## config.mk

```make
export PLATFORM = sky130hd
export DESIGN_NAME = ngc_scan
export DESIGN_NICKNAME = d
export VERILOG_FILES = /design/src/sv/ngc_pkg.sv /design/src/sv/ngc_scan.sv
export SDC_FILE = /design/constraint.sdc
export NUM_CORES = 1
export LEC_CHECK = 0
export BUFFER_PORTS_ARGS = -buffer_cell sky130_fd_sc_hd__buf_4
export CAP_MARGIN = 10
export CORE_ASPECT_RATIO = 0.75
export CORE_UTILIZATION = 40
export CTS_CLUSTER_SIZE = 8
export DETAILED_ROUTE_END_ITERATION = 10
export SLEW_MARGIN = 25
export SYNTH_ARGS = -nofsm -noshare
export SYNTH_HDL_FRONTEND = slang
export SYNTH_SLANG_ARGS = --single-unit
```

## constraint.sdc

```tcl
create_clock -name clk -period 6.2 [get_ports clk]
set_input_delay 0.31 -clock clk [delete_from_list [all_inputs] [get_ports clk]]
set_output_delay 0.31 -clock clk [all_outputs]
set_load 0.005 [all_outputs]
```

## src/sv/ngc_pkg.sv

```systemverilog
// ----------------------------------------------------------------------------
// ngc_pkg: shared definitions for the normalized gear chunker
// Register codes, field widths, result record and the gear table ROM,
// which is built at elaboration from the MD5 digest of 64 copies of each
// byte value.
// ----------------------------------------------------------------------------
package ngc_pkg;

	// Field widths fixed by the register map and the result format
	localparam int OUT_W     = 18;
	localparam int MIN_W     = 18;
	localparam int MAX_W     = 18;
	localparam int EXP_W     = 17;
	localparam int MASK_W    = 64;
	localparam int CFG_IDX_W = 3;
	localparam int CFG_W     = 64;
	localparam int GEAR_W    = 64;
	localparam int GEAR_DEPTH = 256;

	// Parameter defaults
	localparam int LENGTH_BITS_DEF   = 24;
	localparam int POSITION_BITS_DEF = 17;

	// Register reset values
	localparam logic [MIN_W-1:0]  MIN_SIZE_RST      = MIN_W'(2048);
	localparam logic [MAX_W-1:0]  MAX_SIZE_RST      = MAX_W'(65536);
	localparam logic [EXP_W-1:0]  EXPECTED_SIZE_RST = EXP_W'(8192);
	localparam logic [MASK_W-1:0] MASK_STRICT_RST   = 64'h0000_d903_1353_0000;
	localparam logic [MASK_W-1:0] MASK_LOOSE_RST    = 64'h0000_d901_0353_0000;

	// Configuration register indexes
	typedef enum logic [CFG_IDX_W-1:0] {
		CFG_MIN_SIZE      = 3'd0,
		CFG_MAX_SIZE      = 3'd1,
		CFG_EXPECTED_SIZE = 3'd2,
		CFG_MASK_STRICT   = 3'd3,
		CFG_MASK_LOOSE    = 3'd4
	} cfg_idx_t;

	// One result of the scan stage
	typedef struct packed {
		logic             emit;
		logic [OUT_W-1:0] len;
		logic             cut;
	} result_t;

	// MD5 round constants
	localparam logic [31:0] MD_K [64] = '{
		32'hd76aa478, 32'he8c7b756, 32'h242070db, 32'hc1bdceee,
		32'hf57c0faf, 32'h4787c62a, 32'ha8304613, 32'hfd469501,
		32'h698098d8, 32'h8b44f7af, 32'hffff5bb1, 32'h895cd7be,
		32'h6b901122, 32'hfd987193, 32'ha679438e, 32'h49b40821,
		32'hf61e2562, 32'hc040b340, 32'h265e5a51, 32'he9b6c7aa,
		32'hd62f105d, 32'h02441453, 32'hd8a1e681, 32'he7d3fbc8,
		32'h21e1cde6, 32'hc33707d6, 32'hf4d50d87, 32'h455a14ed,
		32'ha9e3e905, 32'hfcefa3f8, 32'h676f02d9, 32'h8d2a4c8a,
		32'hfffa3942, 32'h8771f681, 32'h6d9d6122, 32'hfde5380c,
		32'ha4beea44, 32'h4bdecfa9, 32'hf6bb4b60, 32'hbebfbc70,
		32'h289b7ec6, 32'heaa127fa, 32'hd4ef3085, 32'h04881d05,
		32'hd9d4d039, 32'he6db99e5, 32'h1fa27cf8, 32'hc4ac5665,
		32'hf4292244, 32'h432aff97, 32'hab9423a7, 32'hfc93a039,
		32'h655b59c3, 32'h8f0ccc92, 32'hffeff47d, 32'h85845dd1,
		32'h6fa87e4f, 32'hfe2ce6e0, 32'ha3014314, 32'h4e0811a1,
		32'hf7537e82, 32'hbd3af235, 32'h2ad7d2bb, 32'heb86d391
	};

	// MD5 rotate amounts, four per round
	localparam logic [4:0] MD_S [16] = '{
		5'd7, 5'd12, 5'd17, 5'd22, 5'd5, 5'd9, 5'd14, 5'd20,
		5'd4, 5'd11, 5'd16, 5'd23, 5'd6, 5'd10, 5'd15, 5'd21
	};

	function automatic logic [31:0] md_rotl(logic [31:0] x, logic [4:0] s);
		logic [5:0] rs;
		rs = 6'd32 - {1'b0, s};
		return (x << s) | (x >> rs);
	endfunction

	// One MD5 compression; state word k sits at st[32*k +: 32]
	function automatic logic [127:0] md_block(logic [127:0] st, logic [511:0] m);
		logic [31:0] a;
		logic [31:0] b;
		logic [31:0] c;
		logic [31:0] d;
		logic [31:0] f;
		logic [31:0] t;
		int          g;
		a = st[31:0];
		b = st[63:32];
		c = st[95:64];
		d = st[127:96];
		for (int i = 0; i < 64; i++) begin
			if (i < 16) begin
				f = (b & c) | (~b & d);
				g = i;
			end else if (i < 32) begin
				f = (d & b) | (~d & c);
				g = (5 * i + 1) & 15;
			end else if (i < 48) begin
				f = b ^ c ^ d;
				g = (3 * i + 5) & 15;
			end else begin
				f = c ^ (b | ~d);
				g = (7 * i) & 15;
			end
			t = d;
			d = c;
			c = b;
			b = b + md_rotl(a + f + MD_K[i] + m[g*32 +: 32], MD_S[((i >> 4) << 2) | (i & 3)]);
			a = t;
		end
		return {st[127:96] + d, st[95:64] + c, st[63:32] + b, st[31:0] + a};
	endfunction

	// Low 64 bits (little-endian) of MD5 over 64 copies of one byte value
	function automatic logic [GEAR_W-1:0] gear_entry(logic [7:0] v);
		logic [127:0] st;
		logic [511:0] m;
		st = {32'h10325476, 32'h98badcfe, 32'hefcdab89, 32'h67452301};
		m  = {64{v}};
		st = md_block(st, m);
		m  = '0;
		m[31:0]        = 32'h0000_0080;
		m[14*32 +: 32] = 32'd512;
		st = md_block(st, m);
		return st[63:0];
	endfunction

	function automatic logic [GEAR_DEPTH*GEAR_W-1:0] gear_rom_build();
		logic [GEAR_DEPTH*GEAR_W-1:0] rom;
		rom = '0;
		for (int v = 0; v < GEAR_DEPTH; v++) begin
			rom[v*GEAR_W +: GEAR_W] = gear_entry(8'(v));
		end
		return rom;
	endfunction

	// Gear table, entry v at bits [64*v +: 64]
	localparam logic [GEAR_DEPTH*GEAR_W-1:0] GEAR_ROM = gear_rom_build();

endpackage

```

## src/sv/ngc_scan.sv

```systemverilog
// ----------------------------------------------------------------------------
// ngc_scan: rolling gear fingerprint and cut decision
// Holds the per-buffer scan state and decides, for one registered item,
// whether it ends the chunk and with which length.
// ----------------------------------------------------------------------------
module ngc_scan #(
	parameter int POSITION_BITS = ngc_pkg::POSITION_BITS_DEF
) (
	input  logic                          clk,
	input  logic                          arst_n,
	input  logic                          fire,
	input  logic                          first,
	input  logic                          short_buf,
	input  logic [ngc_pkg::OUT_W-1:0]     short_len,
	input  logic [POSITION_BITS:0]        start_limit,
	input  logic [ngc_pkg::EXP_W-1:0]     start_normal,
	input  logic [ngc_pkg::GEAR_W-1:0]    gear,
	input  logic [ngc_pkg::MASK_W-1:0]    mask_strict,
	input  logic [ngc_pkg::MASK_W-1:0]    mask_loose,
	output ngc_pkg::result_t              res
);

	localparam int NCW = (POSITION_BITS > ngc_pkg::EXP_W) ? POSITION_BITS : ngc_pkg::EXP_W;

	logic [ngc_pkg::GEAR_W-1:0]  fp_q;
	logic [POSITION_BITS-1:0]    pos_q;
	logic [POSITION_BITS:0]      limit_q;
	logic [ngc_pkg::EXP_W-1:0]   normal_q;
	logic                        scan_q;

	logic [ngc_pkg::GEAR_W-1:0]  fp_base;
	logic [POSITION_BITS-1:0]    pos_base;
	logic [POSITION_BITS:0]      lim;
	logic [ngc_pkg::EXP_W-1:0]   nrm;
	logic                        active;
	logic [ngc_pkg::GEAR_W-1:0]  fp_new;
	logic [ngc_pkg::MASK_W-1:0]  mask;
	logic [POSITION_BITS:0]      pos_inc;
	logic                        scan_next;

	// Restart state on the first byte of a buffer
	always_comb begin
		fp_base  = first ? '0 : fp_q;
		pos_base = first ? '0 : pos_q;
		lim      = first ? start_limit : limit_q;
		nrm      = first ? start_normal : normal_q;
		active   = first ? !short_buf : scan_q;
	end

	// Roll the fingerprint and pick the mask by position
	always_comb begin
		fp_new  = (fp_base << 1) + gear;
		mask    = (NCW'(pos_base) < NCW'(nrm)) ? mask_strict : mask_loose;
		pos_inc = {1'b0, pos_base} + 1'b1;
	end

	// Decide the cut
	always_comb begin
		res       = '0;
		scan_next = 1'b0;
		priority if (first && short_buf) begin
			res.emit = 1'b1;
			res.len  = short_len;
		end else if (!active) begin
			scan_next = 1'b0;
		end else if (lim == '0) begin
			res.emit = 1'b1;
		end else if ((fp_new & mask) == '0) begin
			res.emit = 1'b1;
			res.len  = ngc_pkg::OUT_W'(pos_base);
			res.cut  = 1'b1;
		end else if (pos_inc >= lim) begin
			res.emit = 1'b1;
			res.len  = ngc_pkg::OUT_W'(lim);
		end else begin
			scan_next = 1'b1;
		end
	end

	// Advance scan state once per processed item
	always_ff @(posedge clk or negedge arst_n) begin
		if (!arst_n) begin
			fp_q     <= '0;
			pos_q    <= '0;
			limit_q  <= '0;
			normal_q <= '0;
			scan_q   <= 1'b0;
		end else if (fire) begin
			fp_q     <= fp_new;
			pos_q    <= pos_inc[POSITION_BITS-1:0];
			limit_q  <= lim;
			normal_q <= nrm;
			scan_q   <= scan_next;
		end
	end

endmodule

```

==> impl_table.tex <==
\begin{tabular}{lr}
\hline
Metric & Value \\
\hline
\multicolumn{2}{l}{\textbf{Critical path}} \\
R2R Path Start & fp\_q[0] \\
WP data arrival & 5.70 ns \\
Required time reported for the critical path endpoint & between 5 and 6 ns \\
Critical Path Start Type & flop \\
Setup Crit Path Kind & reg -> out \\
Capturing point of the worst reg2reg path & scan\_q \\
CP endpoint & res[5] \\
Critical Path Source & fp\_q[0] \\
Reg2reg path depth & 15 \\
Type of destination of the critical path & primary output \\
Critical path peak fanout & 11 \\
Reg-to-reg setup timing slack & 1.21 ns \\
\multicolumn{2}{l}{\textbf{Synth}} \\
Primary flip-flop cell chosen by synthesis mapping & dfrtp\_1 \\
Post-synth EDFFs & 0 \\
Cell with the most instances after synthesis & nand2\_1 \\
Dominant cell type by area after synthesis & dfrtp\_1 \\
Main area contributors after synthesis & dfrtp\_1 23\%, ha\_1 9.7\%, nand2\_1 6.1\% \\
Mean Syn Cell Area & between 7 and 8 um\^{}2 \\
Count of yosys warnings during synthesis & 0 \\
Syn Std Cell Area & 12,500 um\^{}2 \\
Number of distinct library cells after synthesis & 90 \\
Number of nets in the synthesized netlist & approximately 1,900 \\
Most frequent cells after synthesis & 205 x nand2\_1, 145 x a21oi\_1, 128 x nor2\_1, 116 x dfrtp\_1, 97 x ha\_1 \\
Yosys top cell area share & 0.232 \\
Flop and latch count out of synthesis & 116 \\
Fraction of synthesis flops using an asynchronous set or reset pin & 1.00 \\
Syn Inst Count & 1,583 \\
Sequential-to-total area share from yosys stat & 0.232 \\
\multicolumn{2}{l}{\textbf{Timing}} \\
Setup WS post-layout & $\sim$0.19 ns \\
Skew final & 0.0218 ns \\
Worst Hold Slack & 0.121 ns \\
Setup TNS & 0 ns \\
Remaining max-slew budget at the tightest pin & 0.298 \\
Worst Max-Slew Pin Slew & about 1.0 ns \\
Maximum clock frequency & 166 MHz \\
Period utilization & 0.970 \\
Max-slew violation count & 0 \\
Final critical delay including setup and external delays & 6.01 ns \\
Final Setup Violations & 0 \\
Final Hold Violating Endpoints & 0 \\
\multicolumn{2}{l}{\textbf{Layout}} \\
Share of final-layout standard cells stronger than drive strength 1 & 0.229 \\
Count of nets after finishing & 2,170 \\
Relative area change from synthesis to final layout & 25.4\% \\
Multi-input combinational cell area & about 9200 um\^{}2 \\
Antenna diodes & 0 \\
Filler cells & 3,002 \\
Register area & 2900 um\^{}2 \\
Non-filler cells, final & around 2,200 \\
\multicolumn{2}{l}{\textbf{Power and ir drop}} \\
Power density normalized to cell area & approximately 320 nW/um\^{}2 \\
Lkg Pwr & 0.00729 uW \\
Worst IR Drop VDD & 0.000148 V \\
\multicolumn{2}{l}{\textbf{Routing}} \\
WL per Instance & around 24 um \\
Ratio of routed vias to standard cells & 6.06 \\
DRC viols & 9 \\
Detailed-route wire length & about 54 mm \\
Number of antenna-violating nets in the routed design & 0 \\
DR vias & 13,500 \\
Detailed-routing iteration count for the pre-antenna-repair pass & 9 \\
Initial drt markers & $\sim$1,300 \\
\multicolumn{2}{l}{\textbf{Place}} \\
Placed cells & 2,201 \\
Total of buffers placed on input and output ports & roughly 270 \\
Final weighted congestion in routability-driven placement & 1.04 \\
Setup slack after placement & -0.0372 ns \\
Half-perimeter wire length after detailed placement & 44.7 mm \\
\multicolumn{2}{l}{\textbf{Clocking}} \\
Clock Latency Late Sink & 0.45 ns \\
Clock transition at the register clock pins on the worst setup and hold paths after CTS & 0.06 ns \\
Clock tree root driver cell & clkbuf\_16 \\
CTS tree & done \\
Postcts setup bufs & 0 \\
Total CTS buffers & 17 \\
Maximum clock path buffer count & 2 \\
Number of H-tree levels & 4 \\
Number of clock sinks & $\sim$120 \\
\multicolumn{2}{l}{\textbf{Floorplan}} \\
Die area & 32,100 um\^{}2 \\
Standard cell core area & 30,500 um\^{}2 \\
Starting Density & 0.411 \\
Number of rows in the core area & 55 \\
Boundary Pins & 270 \\
Die W & 206 um \\
Chip Height & between 150 and 200 um \\
\multicolumn{2}{l}{\textbf{Job}} \\
Max-cap check violation count & 0 \\
\multicolumn{2}{l}{\textbf{Global route}} \\
Maximum number of pins on one net before global-route repair & 95 \\
Number of antenna violations at the first check in global routing & 0 \\
GRT Util Overall & 0.339 \\
Number of global-route vias before repair & about 13,000 \\
Total congestion overflow after global routing & 0 \\
Wire length of the first global-routing pass & between 80 and 90 mm \\
\multicolumn{2}{l}{\textbf{Min path}} \\
Launch instance of the worst min-delay path & start\_normal[0] \\
Worst min-delay path class & in -> reg \\
\multicolumn{2}{l}{\textbf{Run status}} \\
Outcome & complete, but fails checks \\
Violations in the final reports & design-rule violations \\
\hline
\end{tabular}
## flip-flops by register name, indices dropped and copies added, names as in the netlist
register,count
normal_q,17
fp_q,63
pos_q,17
scan_q,1
limit_q,18
## metrics by stage
step	util	total power (uW)	area, um^2
after floorplan	-	2770	12500
after global placement	0.492	3710	15000
after detailed placement	0.492	3710	15000
after CTS	0.515	4930	15700
after global routing	0.516	5280	15700
final	0.516	5010	15700
## routing by layer
layer / wire [um] / global-route usage / vias to the layer above
met5: 0 / 0 / -
met3: 5290 / 0.0897 / 69
met4: 1060 / 0.0858 / 0
met1: 26500 / 0.516 / 6546
met2: 21500 / 0.461 / 620
li1: - / - / 6298
## power by group
part | leakage (uW) | total (uW) | internal, uW | switching [uW]
Combinational | 0.00560 | 2690 | 1020 | 1670
Sequential | 0.00137 | 1110 | 983 | 131
Clock | 0.000325 | 1200 | 760 | 443
## worst min-delay path by stage
stage,end,slack [ns],cells past startpoint
floorplan,fp_q[0],0.01,0
global placement,fp_q[21],0.45,1
detailed placement,fp_q[42],0.46,1
CTS,normal_q[0],0.10,2
global route,normal_q[0],0.12,2
finish,normal_q[0],0.12,2
## worst max-delay path: stages, from the launching register on
cell	delay (ns)
dfrtp_1	0.33
nor2b_1	0.14
ha_1	0.24
inv_1	0.07
fa_1	0.41
nand2b_1	0.22
a211oi_4	0.45
o21ai_0	0.29
a221oi_4	0.49
and3_1	0.26
nor4_1	0.10
a2111oi_0	0.48
nand4_1	0.29
a2111oi_2	0.50
nand3_2	0.32
a32o_1	0.34
a31o_1	0.19
buf_4	0.13
## kinds of logic (layout without fill, tap and decap cells)
kind of cell / after synthesis / after routing / synth area share
simple gates: 610 / 610 / 0.245
compound gates: 446 / 446 / 0.238
buf+inv: 127 / 379 / 0.0405
mux: 122 / 122 / 0.102
flops: 116 / 116 / 0.232
fa+ha+maj: 98 / 98 / 0.0984
xor+xnor: 64 / 64 / 0.0447
## placed cells by master, fill, tap and decap left out, types with 10 or more instances in the layout
master,n
buf_4,299
nand2_1,205
a21oi_1,145
nor2_1,128
dfrtp_1,116
ha_1,97
o21ai_0,83
nor2b_1,79
mux2i_1,71
mux2_2,50
inv_1,42
xnor2_1,41
nand4_1,32
nor3_1,32
a21o_1,28
nand3_1,25
xor2_1,23
and4_1,22
o211ai_1,18
o21a_1,18
clkbuf_16,17
a211oi_1,15
and3_1,13
nand2b_1,11
o31ai_1,11
nor4_1,11
nand3b_1,11
a21boi_0,10
## cell type report
| type | count | area share |
|---|---|---|
| Multi-Input combinational cell | 1340 | 0.583 |
| Sequential cell | 116 | 0.185 |
| Timing Repair Buffer | 304 | 0.147 |
| Tap cell | 399 | 0.0318 |
| Clock buffer | 18 | 0.0273 |
| Clock inverter | 14 | 0.0158 |
| Inverter | 43 | 0.0103 |
## timing repair
action	CTS	global route
endpoints found under the hold margin	25	0
setup endpoints to repair	7	18
gates resized for setup	1	6
hold buffers	1	0
(Power assumes the default switching activity.)
